[src/hdl/ckfd_pkg.sv]
`default_nettype none

package ckfd_pkg;

  localparam int unsigned ORIGIN_BYTES = 20;
  localparam int unsigned DEST_BYTES   = 20;
  localparam int unsigned QDEPTH       = 4;
  localparam int unsigned QPTR_W       = $clog2(QDEPTH);

  localparam logic [15:0] LIMIT_RESET = 16'd256;

  // phase of the parser and role of a byte share one encoding
  typedef enum logic [2:0] {
    ROLE_TYPE    = 3'd0,
    ROLE_ORIGIN  = 3'd1,
    ROLE_DEST    = 3'd2,
    ROLE_LEN_HI  = 3'd3,
    ROLE_LEN_LO  = 3'd4,
    ROLE_PAYLOAD = 3'd5,
    ROLE_CK_HI   = 3'd6,
    ROLE_CK_LO   = 3'd7
  } role_t;

  typedef enum logic [1:0] {
    ST_BUSY     = 2'd0,
    ST_OK       = 2'd1,
    ST_BAD_SUM  = 2'd2,
    ST_TOO_LONG = 2'd3
  } status_t;

  typedef struct packed {
    logic [7:0] rx_byte;
    logic       restart;
  } item_t;

  typedef struct packed {
    logic [7:0] out_byte;
    role_t      role;
    logic       frame_end;
    status_t    status;
  } result_t;

  // classified beat handed from front to back
  typedef struct packed {
    logic [7:0] data;
    role_t      role;
    logic       too_long;
  } entry_t;

  typedef struct packed {
    logic nonempty;
    logic full;
  } q_stat_t;

endpackage

`default_nettype wire

[src/hdl/ckfd_front.sv]
`default_nettype none

module ckfd_front import ckfd_pkg::*; (
  input  wire logic        clk,
  input  wire logic        rst,
  input  wire logic        cfg_we,
  input  wire logic [15:0] cfg_data,
  input  wire logic        item_valid,
  input  wire item_t       item,
  input  wire q_stat_t     qstat,
  output logic             push,
  output entry_t           entry
);

  role_t       phase, phase_next;
  logic [15:0] field_count, field_count_next;
  logic [15:0] payload_length, payload_length_next;
  logic [7:0]  len_hi, len_hi_next;
  logic [15:0] payload_limit;

  role_t       cur;
  logic [15:0] count_inc;
  logic [15:0] len_full;
  logic        too_long;

  assign cur       = item.restart ? ROLE_TYPE : phase;
  assign count_inc = field_count + 16'd1;
  assign len_full  = {len_hi, item.rx_byte};
  assign too_long  = (len_full > payload_limit);
  assign push      = item_valid && !qstat.full;

  always_ff @(posedge clk) begin
    if (rst) begin
      phase          <= ROLE_TYPE;
      field_count    <= '0;
      payload_length <= '0;
      len_hi         <= '0;
      payload_limit  <= LIMIT_RESET;
    end else begin
      if (cfg_we) begin
        payload_limit <= cfg_data;
      end
      if (push) begin
        phase          <= phase_next;
        field_count    <= field_count_next;
        payload_length <= payload_length_next;
        len_hi         <= len_hi_next;
      end
    end
  end

  always_comb begin
    phase_next          = cur;
    field_count_next    = field_count;
    payload_length_next = payload_length;
    len_hi_next         = len_hi;
    unique case (cur)
      ROLE_TYPE: begin
        field_count_next = '0;
        phase_next       = ROLE_ORIGIN;
      end
      ROLE_ORIGIN: begin
        if (field_count == 16'(ORIGIN_BYTES - 1)) begin
          field_count_next = '0;
          phase_next       = ROLE_DEST;
        end else begin
          field_count_next = count_inc;
        end
      end
      ROLE_DEST: begin
        if (field_count == 16'(DEST_BYTES - 1)) begin
          field_count_next = '0;
          phase_next       = ROLE_LEN_HI;
        end else begin
          field_count_next = count_inc;
        end
      end
      ROLE_LEN_HI: begin
        len_hi_next = item.rx_byte;
        phase_next  = ROLE_LEN_LO;
      end
      ROLE_LEN_LO: begin
        payload_length_next = len_full;
        field_count_next    = '0;
        if (too_long) begin
          phase_next = ROLE_TYPE;
        end else if (len_full == 16'd0) begin
          phase_next = ROLE_CK_HI;
        end else begin
          phase_next = ROLE_PAYLOAD;
        end
      end
      ROLE_PAYLOAD: begin
        // length is at least one here, so count_inc cannot wrap
        if (count_inc >= payload_length) begin
          field_count_next = '0;
          phase_next       = ROLE_CK_HI;
        end else begin
          field_count_next = count_inc;
        end
      end
      ROLE_CK_HI: begin
        phase_next = ROLE_CK_LO;
      end
      ROLE_CK_LO: begin
        field_count_next = '0;
        phase_next       = ROLE_TYPE;
      end
      default: begin
        phase_next = ROLE_TYPE;
      end
    endcase
  end

  always_comb begin
    entry.data     = item.rx_byte;
    entry.role     = cur;
    entry.too_long = (cur == ROLE_LEN_LO) && too_long;
  end

endmodule

`default_nettype wire

[src/hdl/ckfd_queue.sv]
`default_nettype none

module ckfd_queue import ckfd_pkg::*; (
  input  wire logic   clk,
  input  wire logic   rst,
  input  wire logic   push,
  input  wire entry_t wr_entry,
  input  wire logic   pop,
  output entry_t      rd_entry,
  output q_stat_t     qstat
);

  entry_t            slots [QDEPTH];
  logic [QPTR_W-1:0] wr_ptr;
  logic [QPTR_W-1:0] rd_ptr;
  logic [QPTR_W:0]   fill;

  assign rd_entry       = slots[rd_ptr];
  assign qstat.nonempty = (fill != '0);
  assign qstat.full     = (fill == (QPTR_W+1)'(QDEPTH));

  always_ff @(posedge clk) begin
    if (push) begin
      slots[wr_ptr] <= wr_entry;
    end
  end

  always_ff @(posedge clk) begin
    if (rst) begin
      wr_ptr <= '0;
      rd_ptr <= '0;
      fill   <= '0;
    end else begin
      if (push) begin
        wr_ptr <= wr_ptr + 1'b1;
      end
      if (pop) begin
        rd_ptr <= rd_ptr + 1'b1;
      end
      priority if (push && !pop) begin
        fill <= fill + 1'b1;
      end else if (pop && !push) begin
        fill <= fill - 1'b1;
      end
    end
  end

endmodule

`default_nettype wire

[src/hdl/ckfd_back.sv]
`default_nettype none

module ckfd_back import ckfd_pkg::*; (
  input  wire logic    clk,
  input  wire logic    rst,
  input  wire q_stat_t qstat,
  input  wire entry_t  rd_entry,
  output logic         pop,
  output logic         result_valid,
  input  wire logic    result_stall,
  output result_t      result
);

  logic [15:0] running_sum, running_sum_next;
  logic [7:0]  checksum_high, checksum_high_next;
  result_t     result_next;
  logic [15:0] sum_add;

  assign pop     = qstat.nonempty && (!result_valid || !result_stall);
  assign sum_add = running_sum + {8'd0, rd_entry.data};

  always_comb begin
    running_sum_next      = running_sum;
    checksum_high_next    = checksum_high;
    result_next.out_byte  = rd_entry.data;
    result_next.role      = rd_entry.role;
    result_next.frame_end = 1'b0;
    result_next.status    = ST_BUSY;
    unique case (rd_entry.role)
      ROLE_TYPE: begin
        running_sum_next = {8'd0, rd_entry.data};
      end
      ROLE_ORIGIN, ROLE_DEST, ROLE_LEN_HI, ROLE_PAYLOAD: begin
        running_sum_next = sum_add;
      end
      ROLE_LEN_LO: begin
        running_sum_next = sum_add;
        if (rd_entry.too_long) begin
          result_next.frame_end = 1'b1;
          result_next.status    = ST_TOO_LONG;
        end
      end
      ROLE_CK_HI: begin
        checksum_high_next = rd_entry.data;
      end
      ROLE_CK_LO: begin
        result_next.frame_end = 1'b1;
        result_next.status    = ({checksum_high, rd_entry.data} == running_sum) ?
                                ST_OK : ST_BAD_SUM;
      end
      default: begin
        running_sum_next = running_sum;
      end
    endcase
  end

  always_ff @(posedge clk) begin
    if (rst) begin
      result_valid  <= 1'b0;
      running_sum   <= '0;
      checksum_high <= '0;
    end else begin
      if (pop) begin
        result_valid  <= 1'b1;
        running_sum   <= running_sum_next;
        checksum_high <= checksum_high_next;
      end else if (!result_stall) begin
        result_valid <= 1'b0;
      end
    end
  end

  always_ff @(posedge clk) begin
    if (pop) begin
      result <= result_next;
    end
  end

endmodule

`default_nettype wire

[src/hdl/checksummed_frame_deframer.sv]
// An accepted byte is written into the queue, then registered on the result port.
// Throughput: one byte per cycle while item_stall is low; the four-beat queue
// between parser and checksum stage fills under result_stall; item_stall flags it full.
// Reset (rst, synchronous): parser expects a type byte, sums and counters clear,
// queue and result register empty, payload_limit returns to 256.
`default_nettype none

module checksummed_frame_deframer import ckfd_pkg::*; (
  input  wire logic        clk,
  input  wire logic        rst,
  input  wire logic        cfg_we,
  input  wire logic [15:0] cfg_data,
  input  wire logic        item_valid,
  output logic             item_stall,
  input  wire item_t       item,
  output logic             result_valid,
  input  wire logic        result_stall,
  output result_t          result
);

  logic    push;
  logic    pop;
  entry_t  wr_entry;
  entry_t  rd_entry;
  q_stat_t qstat;

  assign item_stall = qstat.full;

  ckfd_front u_front (
    .clk        (clk),
    .rst        (rst),
    .cfg_we     (cfg_we),
    .cfg_data   (cfg_data),
    .item_valid (item_valid),
    .item       (item),
    .qstat      (qstat),
    .push       (push),
    .entry      (wr_entry)
  );

  ckfd_queue u_queue (
    .clk      (clk),
    .rst      (rst),
    .push     (push),
    .wr_entry (wr_entry),
    .pop      (pop),
    .rd_entry (rd_entry),
    .qstat    (qstat)
  );

  ckfd_back u_back (
    .clk          (clk),
    .rst          (rst),
    .qstat        (qstat),
    .rd_entry     (rd_entry),
    .pop          (pop),
    .result_valid (result_valid),
    .result_stall (result_stall),
    .result       (result)
  );

  a_end_status : assert property (@(posedge clk) disable iff (rst)
    result_valid |-> (result.frame_end == (result.status != ST_BUSY)))
    else $error("frame_end and status disagree");

  a_ck_lo_ends : assert property (@(posedge clk) disable iff (rst)
    (result_valid && result.role == ROLE_CK_LO) |->
      (result.status == ST_OK || result.status == ST_BAD_SUM))
    else $error("checksum low beat without checksum verdict");

  a_too_long_role : assert property (@(posedge clk) disable iff (rst)
    (result_valid && result.status == ST_TOO_LONG) |-> (result.role == ROLE_LEN_LO))
    else $error("length abort on a beat other than length low");

  a_no_pop_empty : assert property (@(posedge clk) disable iff (rst)
    pop |-> qstat.nonempty)
    else $error("queue read while empty");

endmodule

`default_nettype wire
[config.mk]
export PLATFORM = sky130hd
export DESIGN_NAME = checksummed_frame_deframer
export DESIGN_NICKNAME = d
export VERILOG_FILES = /design/src/hdl/ckfd_pkg.sv /design/src/hdl/ckfd_front.sv /design/src/hdl/ckfd_queue.sv /design/src/hdl/ckfd_back.sv /design/src/hdl/checksummed_frame_deframer.sv
export SDC_FILE = /design/constraint.sdc
export NUM_CORES = 1
export LEC_CHECK = 0
export BUFFER_PORTS_ARGS = -buffer_cell sky130_fd_sc_hd__clkbuf_2
export CAP_MARGIN = 10
export CORE_MARGIN = 2
export CORE_UTILIZATION = 30
export CTS_BUF_LIST = sky130_fd_sc_hd__clkbuf_2 sky130_fd_sc_hd__clkbuf_4 sky130_fd_sc_hd__clkbuf_8
export CTS_CLUSTER_SIZE = 28
export DETAILED_ROUTE_END_ITERATION = 16
export PLACE_DENSITY = 0.46
export RECOVER_POWER = 25
export SLEW_MARGIN = 20
export SYNTH_ARGS = -nofsm -noshare
export SYNTH_HDL_FRONTEND = slang
export SYNTH_SLANG_ARGS = --single-unit
[constraint.sdc]
create_clock -name clk -period 4.5 [get_ports clk]
set_clock_uncertainty 0.2 [all_clocks]
set_input_delay 1.35 -clock clk [delete_from_list [all_inputs] [get_ports clk]]
set_output_delay 1.35 -clock clk [all_outputs]
set_load 0.01 [all_outputs]
==> run metrics, run 1 <==
status complete, no violations; post-synthesis register bit count 155; EDFF count, synth 62; Num Clock Sinks 155; Placed Instances 1084; crit end category flop; crit start category flop; Synth-to-Final Area Change 12.57%; Slew Viols, Final 0; Tot GR Track Use 0.1365; DP HPWL 12.31 mm; core area 24960 sq um; detailed-route DRC error count 0; postcts setup bufs 0; HP Class reg2reg; drt total wl 17.11 mm; Post-DRT Antenna Nets 0; CTS resizes 0; Seq/Total Area, Yosys 0.4916; Vias/cell 4.756; max-cap violation count 0; ratio of cells with drive above 1 in the final layout 0.1183; RePlAce Congestion 0.7634; pwr/cell area 476.7 nW/um^2; Syn Nets 807; unrepaired setup endpoints after global routing no; H-tree lvl count 4; first-pass GRT wire length 28.20 mm; largest net degree at the start of global routing 61; Mapped Avg Cell Area 10.39 sq um; final setup violating endpoints 0; die height 162.9 um; CTS tree built; worst-path cell chain ha_1, and3_1, and4_1, nand4_1, xnor2_1, ha_1, and3_1, o21ai_0, o2111ai_1, o41a_1, nor2_2, a22o_1; Final Power 0.004065 W; vias in the first global route 5299; commonest cells after routing, fill and taps aside 93 x dfxtp_1, 71 x nand2_1, 67 x nor2_1; WP data required 4.70 ns; Die ar. 26540 sq um; relative slew slack 0.2513; vias 5312; placed cell area 8145 sq um; Crit Path Max Fanout 10; Max stage delay on crit path 0.55 ns; hold slack 0.2596 ns; DR iter-0 viols 358; asr flop ratio synth 0; number of top-level pins 46; Crit Path Class reg2reg; part of the cycle the worst path needs 0.8495; Starting Density 0.3034; routed length per instance 15.32 um; Die Wd 162.9 um; Final Hold Fails 0; Critical Path Slowest Stage Cell o41a_1; Fmax 261.6 MHz; initial antenna violation count 0; DRT Pass-1 Iters 5; yosys warns 0; number of nets in the layout 851; clock root buffer clkbuf_8; CTS Buf Count 17; TNS Setup 0 ns; CP Data Arrival Time 4.02 ns; Worst Tran Pin Value 1.123 ns; Rows 58; Peak supply drop 0.1780 mV; Gate Count Post-Synth 729; synthesized area 7575 sq um; Most used DFF post-synth dfxtp_1; design area 8527 sq um; clk slew on worst S/H paths 0.09 ns; commonest non-fill, non-tap cell in the layout dfxtp_1; grt ovf 0; minimum clock period 3.823 ns; # fillers 2599; PortBufs 45; Lkg Pwr 3.416 nW; clk buf depth 2; hold buffer count at CTS 0; clock latency on the worst-skew pair 0.45 ns; Distinct cells, synth 66; Post-Layout Cell Count 1117
[cells in the mapped netlist, drive strengths merged, types with 3 or more instances]
| library cell | number | area share |
|---|---|---|
| o21a | 4 | 0.0040 |
| nand2b | 5 | 0.0041 |
| a21o | 4 | 0.0040 |
| a21oi | 55 | 0.037 |
| or3 | 9 | 0.0081 |
| o31a | 3 | 0.0035 |
| o2111ai | 3 | 0.0035 |
| inv | 49 | 0.024 |
| clkbuf | 17 | 0.0084 |
| edfxtp | 62 | 0.25 |
| nor2 | 68 | 0.034 |
| nand3b | 3 | 0.0030 |
| nand2 | 75 | 0.040 |
| nand3 | 11 | 0.0073 |
| ha | 46 | 0.076 |
| a211oi | 5 | 0.0050 |
| mux2i | 31 | 0.041 |
| nand4 | 12 | 0.0099 |
| xnor2 | 17 | 0.020 |
| dfxtp | 93 | 0.25 |
| xor2 | 20 | 0.023 |
| and4 | 3 | 0.0035 |
| nor3 | 6 | 0.0040 |
| nor4 | 11 | 0.0091 |
| a22o | 9 | 0.010 |
| and3 | 13 | 0.011 |
| mux4 | 12 | 0.036 |
| nor2b | 9 | 0.0074 |
| a32oi | 3 | 0.0035 |
| and2 | 5 | 0.0041 |
| o21ai | 22 | 0.015 |
| buf | 9 | 0.0064 |
[routing by layer]
layer / part of all wire / track usage / vias up
met1: 0.48 / 0.1752 / 2534
met2: 0.49 / 0.2309 / 52
li1: - / - / 2714
met3: 0.023 / 0.03132 / 12
met5: 0 / 0 / -
met4: 0.011 / 0.03701 / 0
[state kept, by name, indices dropped and copies added, names as in the netlist, 8 cells and up, named ones only]
name,flops
u_back.checksum_high,8
u_back.result,14
u_back.running_sum,16
u_front.field_count,16
u_front.len_hi,8
u_front.payload_length,16
u_front.payload_limit,16
u_queue.slots,48
[worst paths after layout]
check        slack, ns                        end  cells past startpoint                 startpoint
min reg2reg       0.26  u_front.payload_length[5]                      2  u_front.payload_length[5]
min               0.26  u_front.payload_length[5]                      2  u_front.payload_length[5]
max reg2reg       0.68     u_front.field_count[2]                     12     u_front.field_count[0]
max               0.68     u_front.field_count[2]                     12     u_front.field_count[0]
[power by group]
part	leakage [nW]	total [W]	internal, W	switching, W
clock	0.210	0.00108	0.000552	0.000530
sequential	1.35	0.00179	0.00169	0.000109
combinational	1.86	0.00119	0.000473	0.000715
[worst max-delay path: cells and delay by family (launching register included)]
| kind | cells | cell delay (ns) |
|---|---|---|
| compound gates | 4 | 1.12 |
| xor+xnor | 1 | 0.23 |
| fa+ha+maj | 2 | 0.55 |
| flops | 1 | 0.43 |
| simple gates | 5 | 1.24 |
[cell type report]
cell class | count | area (sq um) | share of cell area
Clock buffer | 23 | 291.5 | 0.03419
Clock inverter | 9 | 112.6 | 0.01321
Multi-Input combinational cell | 499 | 3555 | 0.4169
Sequential cell | 155 | 3724 | 0.4367
Antenna cell | 1 | 2.502 | 0.0002935
Tap cell | 330 | 412.9 | 0.04842
Timing Repair Buffer | 51 | 245.2 | 0.02876
Inverter | 49 | 183.9 | 0.02157
[cell families after synthesis]
family,count (synthesis),synth area share
simple gates,239,0.1556
compound gates,132,0.1130
flops,155,0.4916
mux,43,0.07664
xor+xnor,37,0.04278
fa+ha+maj,48,0.08127
buf+inv,75,0.03915
[metrics by stage]
| stage | utilization | worst slack (ns) |
|---|---|---|
| 6_report | 0.3416 | 0.6773 |
| 5_1_grt | 0.3415 | 0.3025 |
| 4_1_cts | 0.3425 | 0.6438 |
| 3_5_place_dp | 0.3263 | 0.6630 |
| 3_3_place_gp | 0.3263 | 0.7026 |
| 2_1_floorplan | - | 1.157 |
No activity file was read; power rests on OpenSTA's default activity.
==> run 2, diff against run 1 <==
Settings changed: ABC_AREA from default to 1, PLACE_DENSITY 0.46 to 0.48.
Clock period 4.5 ns to 3.2 ns, I/O delays scaled along.
==> run metrics, run 2 <==
status complete, no violations (unchanged); worst-path cell chain nand2_4, nor2_4, nand3_4, nor3_4, buf_4, xor2_2, ha_1, a21o_1, nor2_1, nand2_1, nand2_1, nand3_2, o21ai_4, buf_12, nand3_2, a21oi_2 (was ha_1, and3_1, and4_1, nand4_1, xnor2_1, ha_1, and3_1, o21ai_0, o2111ai_1, o41a_1, nor2_2, a22o_1); switch share 0.4031 (was 0.3330); Crit Path Max Fanout 8 (was 10); initial antenna violation count 0 (unchanged); Vias/cell 4.532 (was 4.756); die height 165.9 um (was 162.9 um); WP data required 3.39 ns (was 4.70 ns); detailed-route DRC error count 0 (unchanged); Worst Hold Path Cells 2 (unchanged); Slew Viols, Final 0 (unchanged); DRT Pass-1 Iters 4 (was 5); Num Clock Sinks 155 (unchanged); Final Power 0.007088 W (was 0.004065 W); number of nets in the layout 1090 (was 851); Max stage delay on crit path 0.40 ns (was 0.55 ns); vias in the first global route 5799 (was 5299); Critical Path Slowest Stage Cell dfxtp_4 (was o41a_1); yosys warns 0 (unchanged); clock power share 0.222 (was 0.266); ratio of cells with drive above 1 in the final layout 0.1688 (was 0.1183); Pint 0.004231 W (was 0.002711 W); asr flop ratio synth 0 (unchanged); Placed Instances 1320 (was 1084); clock root buffer clkbuf_8 (unchanged); CP Data Arrival Time 3.26 ns (was 4.02 ns); crit end category flop (unchanged); Crit Path Class reg2reg (unchanged); unrepaired setup endpoints after global routing yes (was no); Starting Density 0.3033 (was 0.3034); top post-synthesis cells by count 162 x nand2_1, 121 x inv_1, 102 x a21oi_1, 97 x nor2_1, 93 x dfxtp_1 (was 93 x dfxtp_1, 71 x nand2_1, 67 x nor2_1, 62 x edfxtp_1, 54 x a21oi_1); crit start category flop (unchanged); Distinct cells, synth 45 (was 66); CTS Buf Count 17 (unchanged); grt ovf 0 (unchanged); RePlAce Congestion 0.8315 (was 0.7634); clk slew on worst S/H paths 0.10 ns (was 0.09 ns); Final Hold Fails 0 (unchanged); commonest non-fill, non-tap cell in the layout nand2_1 (was dfxtp_1); drt total wl 18.43 mm (was 17.11 mm); part of the cycle the worst path needs 0.9579 (was 0.8495); Gate Count Post-Synth 936 (was 729); relative slew slack 0.3019 (was 0.2513); max reg flops 48 (unchanged); Rows 59 (was 58); minimum clock period 3.065 ns (was 3.823 ns); Worst Tran Pin Value 1.047 ns (was 1.123 ns); final setup violating endpoints 0 (unchanged); Synth-to-Final Area Change 17.62% (was 12.57%); largest net degree at the start of global routing 58 (was 61); Peak supply drop 0.2593 mV (was 0.1780 mV); sequential power share 0.366 (was 0.442); clock latency on the worst-skew pair 0.46 ns (was 0.45 ns); Most used DFF post-synth dfxtp_1 (unchanged); DP HPWL 13.05 mm (was 12.31 mm); Synth area leaders dfxtp_1 24%, edfxtp_1 24%, nand2_1 7.7%, ha_1 7.3%, a21oi_1 6.5% (was dfxtp_1 25%, edfxtp_1 25%, ha_1 7.6%, mux2i_1 4.1%, a21oi_1 3.6%); synthesized area 7860 sq um (was 7575 sq um); cell depth of the worst setup path 16 (was 12); vias 6163 (was 5312); Largest Register u_queue.slots (unchanged); Seq/Total Area, Yosys 0.4737 (was 0.4916); Fmax 326.3 MHz (was 261.6 MHz); Post-DRT Antenna Nets 0 (unchanged); Tot GR Track Use 0.1343 (was 0.1365); PortBufs 45 (unchanged); most common cell in the netlist nand2_1 (was dfxtp_1); commonest cells after routing, fill and taps aside 158 x nand2_1, 119 x inv_1, 94 x a21oi_1 (was 93 x dfxtp_1, 71 x nand2_1, 67 x nor2_1); R2R cell count 16 (was 12); Syn Nets 1014 (was 807); CP delay by family, top simple AND/OR/NAND/NOR gates (unchanged); Post-Layout Cell Count 1360 (was 1117); clk buf depth 2 (unchanged); Final Util 0.3568 (was 0.3416); Buf+Inv Stages, Crit Path 2 (was 0); EDFF count, synth 62 (unchanged); routed length per instance 13.55 um (was 15.32 um); DR iter-0 viols 323 (was 358); H-tree lvl count 4 (unchanged); CTS tree built (unchanged); max-cap violation count 0 (unchanged); n_diodes 0 (was 1); area leader, netlist dfxtp_1 (unchanged); combinational power share 0.412 (was 0.292); Die Wd 165.9 um (was 162.9 um); Yosys top cell area share 0.2369 (was 0.2458); Lkg Pwr 3.871 nW (was 3.416 nW); Die ar. 27510 sq um (was 26540 sq um); HP Class reg2reg (unchanged); pwr/cell area 766.7 nW/um^2 (was 476.7 nW/um^2); Mapped Avg Cell Area 8.397 sq um (was 10.39 sq um); P_sw 0.002857 W (was 0.001353 W); number of top-level pins 46 (unchanged); core area 25910 sq um (was 24960 sq um); post-synthesis register bit count 155 (unchanged); first-pass GRT wire length 29.78 mm (was 28.20 mm)
-- run 2: changes by cell type in the layout (fill, tap and decap cells not counted), sizes merged, moves of 25 or more --
cell / delta
o21ai: +63
a21oi: +48
mux2i: -31
nand2: +93
inv: +83
nor2: +37
buf: +28
nand3: +25
-- run 2: final timing paths --
path                                                start                        end  slack (ns)
worst max-delay path               u_front.field_count[0]     u_front.field_count[7]        0.13
worst min-delay path            u_front.payload_length[5]  u_front.payload_length[5]        0.27
worst max register to register     u_front.field_count[0]     u_front.field_count[7]        0.13
worst min register to register  u_front.payload_length[5]  u_front.payload_length[5]        0.27
-- run 2: worst min-delay path: cells and delay by family (launching register included) --
| kind | cells | cell delay, ns |
|---|---|---|
| AOI/OAI and AO/OA | 1 | 0.06 |
| buffers and inverters | 1 | 0.06 |
| DFF | 1 | 0.31 |
-- run 2: timing repair --
action / CTS / global route
gates resized for setup: 0 / 45
buffers inserted: 0 / 7
hold buffers: 0 / 0
setup endpoints to repair: 0 / 18
-- run 2: layer usage --
metal | vias up | GRT usage | part of all wire
met1 | 2821 | 0.1757 | 0.49
met5 | - | 0 | 0
met2 | 68 | 0.2262 | 0.48
met4 | 0 | 0.03440 | 0.0098
li1 | 3262 | - | -
met3 | 12 | 0.02836 | 0.027
-- run 2: area by class of cell --
type / instances / area, sq um
clock buffer: 17 / 234.0
clock inverter: 15 / 182.7
fill: 2692 / 16670
inverter: 131 / 496.7
multi-input combinational: 622 / 3642
sequential: 155 / 3740
tap: 335 / 419.2
timing repair buffer: 85 / 530.5
-- run 2: cell families (layout without fill, tap and decap cells) --
logic type	after synthesis	after routing	share of synthesized area
AOI/OAI and AO/OA	205	205	0.1436
xor gates and xnor gates	23	23	0.02563
adders and majority gates	48	48	0.07832
buffers and inverters	159	248	0.08309
DFF	155	155	0.4737
and+or+nand+nor	346	346	0.1956
-- run 2: metrics by stage --
step	setup WS, ns	cell area (sq um)	hold WS, ns	TNS, ns
after floorplan	0.2939	7860	0.2353	0
after global placement	0.1673	8613	0.2500	0
after detailed placement	0.06910	8613	0.2562	0
after CTS	0.02477	9030	0.2690	0
after global routing	-0.06642	9245	0.2859	-0.8063
final	0.1349	9245	0.2659	0
-- run 2: power groups by stage --
stage	sequential, W	clock [W]	combinational, W
floorplan	0.00266	0	0.00202
global placement	0.00263	0	0.00292
detailed placement	0.00263	0	0.00292
CTS	0.00259	0.00163	0.00293
global route	0.00263	0.00171	0.00331
finish	0.00259	0.00157	0.00292
==> run 3, diff against run 2 <==
Settings changed: BUFFER_PORTS_ARGS -buffer_cell sky130_fd_sc_hd__clkbuf_2 to default, DONT_BUFFER_PORTS from default to 1, PLACE_DENSITY 0.48 to default.
==> run metrics, run 3 (synthesis results as in run 2) <==
Peak supply drop 0.2583 mV (was 0.2593 mV); Reg-to-Reg Start u_front.field_count[0] (unchanged); n_diodes 0 (unchanged); clk slew on worst S/H paths 0.09 ns (was 0.10 ns); core area 25910 sq um (unchanged); commonest cells after routing, fill and taps aside 162 x nand2_1, 122 x inv_1, 101 x a21oi_1 (was 158 x nand2_1, 119 x inv_1, 94 x a21oi_1); Hold Path Origin u_front.payload_limit[1] (was u_front.payload_length[5]); area taken by multi-input logic gates 3555 sq um (was 3642 sq um); die height 165.9 um (unchanged); part of the cycle the worst path needs 0.9456 (was 0.9579); Final Hold Fails 0 (unchanged); PortBufs 0 (was 45); hold slack 0.2652 ns (was 0.2659 ns); initial antenna violation count 0 (unchanged); crit end category flop (unchanged); Die Wd 165.9 um (unchanged); crit start category flop (unchanged); CTS tree built (unchanged); vias in the first global route 5760 (was 5799); Slew Viols, Final 0 (unchanged); DP HPWL 12.56 mm (was 13.05 mm); H-tree lvl count 4 (unchanged); setup slack at placement 0.1048 ns (was 0.06910 ns); placed cell area 8300 sq um (was 8613 sq um); Crit Path Class reg2reg (unchanged); Post-DRT Antenna Nets 0 (unchanged); DRT Pass-1 Iters 5 (was 4); vias 6019 (was 6163); reg-to-reg critical path endpoint u_front.field_count[14] (was u_front.field_count[7]); Max stage delay on crit path 0.37 ns (was 0.40 ns); number of nets in the layout 1033 (was 1090); first-pass GRT wire length 28.82 mm (was 29.78 mm); # fillers 2668 (was 2692); design area 8807 sq um (was 9245 sq um); reg2reg setup slack 0.17 ns (was 0.13 ns); CP Data Arrival Time 3.22 ns (was 3.26 ns); PnR worst setup slack 0.1740 ns (was 0.1349 ns); Die ar. 27510 sq um (unchanged); cell mode on critical path nand2_1; Vias/cell 4.619 (was 4.532); status complete, no violations (unchanged); Worst Tran Pin Value 1.221 ns (was 1.047 ns); Critical Path Slowest Stage Cell dfxtp_4 (unchanged); Lkg Pwr 3.619 nW (was 3.871 nW); cell depth of the worst setup path 17 (was 16); clock latency on the worst-skew pair 0.46 ns (about the same); register area 3731 sq um (was 3740 sq um); Crit Path Max Fanout 8 (unchanged); TNS Setup 0 ns (unchanged); HP Class reg2reg (unchanged); worst-path cell chain nand2_1, nor2_2, nand3_2, nor3_4, nand4_1, xor2_2, ha_1, nand2_1, inv_1, o21bai_1, nand2_1, a21oi_2, nand3_2, o21ai_4, buf_12, nand3_1, a21oi_1 (was nand2_4, nor2_4, nand3_4, nor3_4, buf_4, xor2_2, ha_1, a21o_1, nor2_1, nand2_1, nand2_1, nand3_2, o21ai_4, buf_12, nand3_2, a21oi_2); Starting Density 0.3033 (unchanged); Tot GR Track Use 0.1290 (was 0.1343); clock root buffer clkbuf_8 (unchanged); RePlAce Congestion 0.8430 (was 0.8315); DR iter-0 viols 415 (was 323); Buf+Inv Stages, Crit Path 2 (unchanged); WP data required 3.39 ns (about the same); largest net degree at the start of global routing 69 (was 58); Largest Register u_queue.slots (unchanged); ratio of cells with drive above 1 in the final layout 0.1157 (was 0.1688); final setup violating endpoints 0 (unchanged); grt ovf 0 (unchanged); clk buf depth 2 (unchanged); detailed-route DRC error count 0 (unchanged); Final Power 0.006756 W (was 0.007088 W); pwr/cell area 767.1 nW/um^2 (was 766.7 nW/um^2); CTS Buf Count 17 (unchanged); drt total wl 17.62 mm (was 18.43 mm); number of top-level pins 46 (unchanged); Rows 59 (unchanged); minimum clock period 3.026 ns (was 3.065 ns); R2R cell count 17 (was 16); routed length per instance 13.52 um (was 13.55 um); CP delay by family, top simple AND/OR/NAND/NOR gates (unchanged); Fmax 330.5 MHz (was 326.3 MHz); Synth-to-Final Area Change 12.05% (was 17.62%); commonest non-fill, non-tap cell in the layout nand2_1 (unchanged); max-cap violation count 0 (unchanged); Num Clock Sinks 155 (unchanged); max reg flops 48 (unchanged); Worst Hold Path Cells 2 (unchanged); Hold Crit Endpoint u_front.payload_limit[1] (was u_front.payload_length[5]); relative slew slack 0.1858 (was 0.3019)
[run 3: timing repair]
item                                    in CTS  in global routing
hold buffers                                 0                  0
gates resized for setup                      0                 22
setup buffers                                0                  5
endpoints found under the setup margin       0                 19
[run 3: metrics by stage]
stage | util | std cells
after CTS | 0.3348 | 1297
after detailed placement | 0.3203 | 1265
after global placement | 0.3203 | 1265
after floorplan | - | 936
after global routing | 0.3399 | 1303
final | 0.3399 | 1303
[run 3: worst max path at each step]
| stage | start | endpoint | slack (ns) |
|---|---|---|---|
| 3_5_place_dp | u_front.field_count[2] | u_front.field_count[8] | 0.10 |
| 4_1_cts | u_front.field_count[0] | u_front.field_count[14] | 0.07 |
| 2_1_floorplan | flop | u_back.running_sum[12] | 0.29 |
| 5_1_grt | u_front.field_count[0] | u_front.field_count[15] | -0.05 |
| 3_3_place_gp | u_front.field_count[0] | u_front.field_count[13] | 0.22 |
| 6_report | u_front.field_count[0] | u_front.field_count[14] | 0.17 |
[run 3: layer usage]
layer,up-vias,GRT usage,share of wire
li1,3134,-,-
met1,2769,0.1653,0.47
met2,96,0.2161,0.47
met3,20,0.03170,0.040
met4,0,0.03781,0.013
met5,-,0,0
[run 3: power breakdown]
part           switching, W  leakage, nW  total [W]  internal (W)
combinational       0.00171         2.09    0.00265      0.000941
sequential         0.000243         1.35    0.00268       0.00244
clock              0.000794        0.179    0.00142      0.000626
total               0.00275         3.62    0.00676       0.00401
[run 3: area by class of cell]
class / count / share of cell area
inverter: 131 / 0.05640
tap: 335 / 0.04759
sequential: 155 / 0.4236
timing repair buffer: 28 / 0.02614
clock inverter: 15 / 0.01605
multi-input combinational: 622 / 0.4036
clock buffer: 17 / 0.02657
[run 3: worst register-to-register path, stage by stage, from the launching register on]
cell	delay (ns)
dfxtp_4	0.37
nand2_1	0.06
nor2_2	0.15
nand3_2	0.12
nor3_4	0.28
nand4_1	0.18
xor2_2	0.19
ha_1	0.30
nand2_1	0.07
inv_1	0.04
o21bai_1	0.11
nand2_1	0.08
a21oi_2	0.13
nand3_2	0.11
o21ai_4	0.24
buf_12	0.15
nand3_1	0.07
a21oi_1	0.13
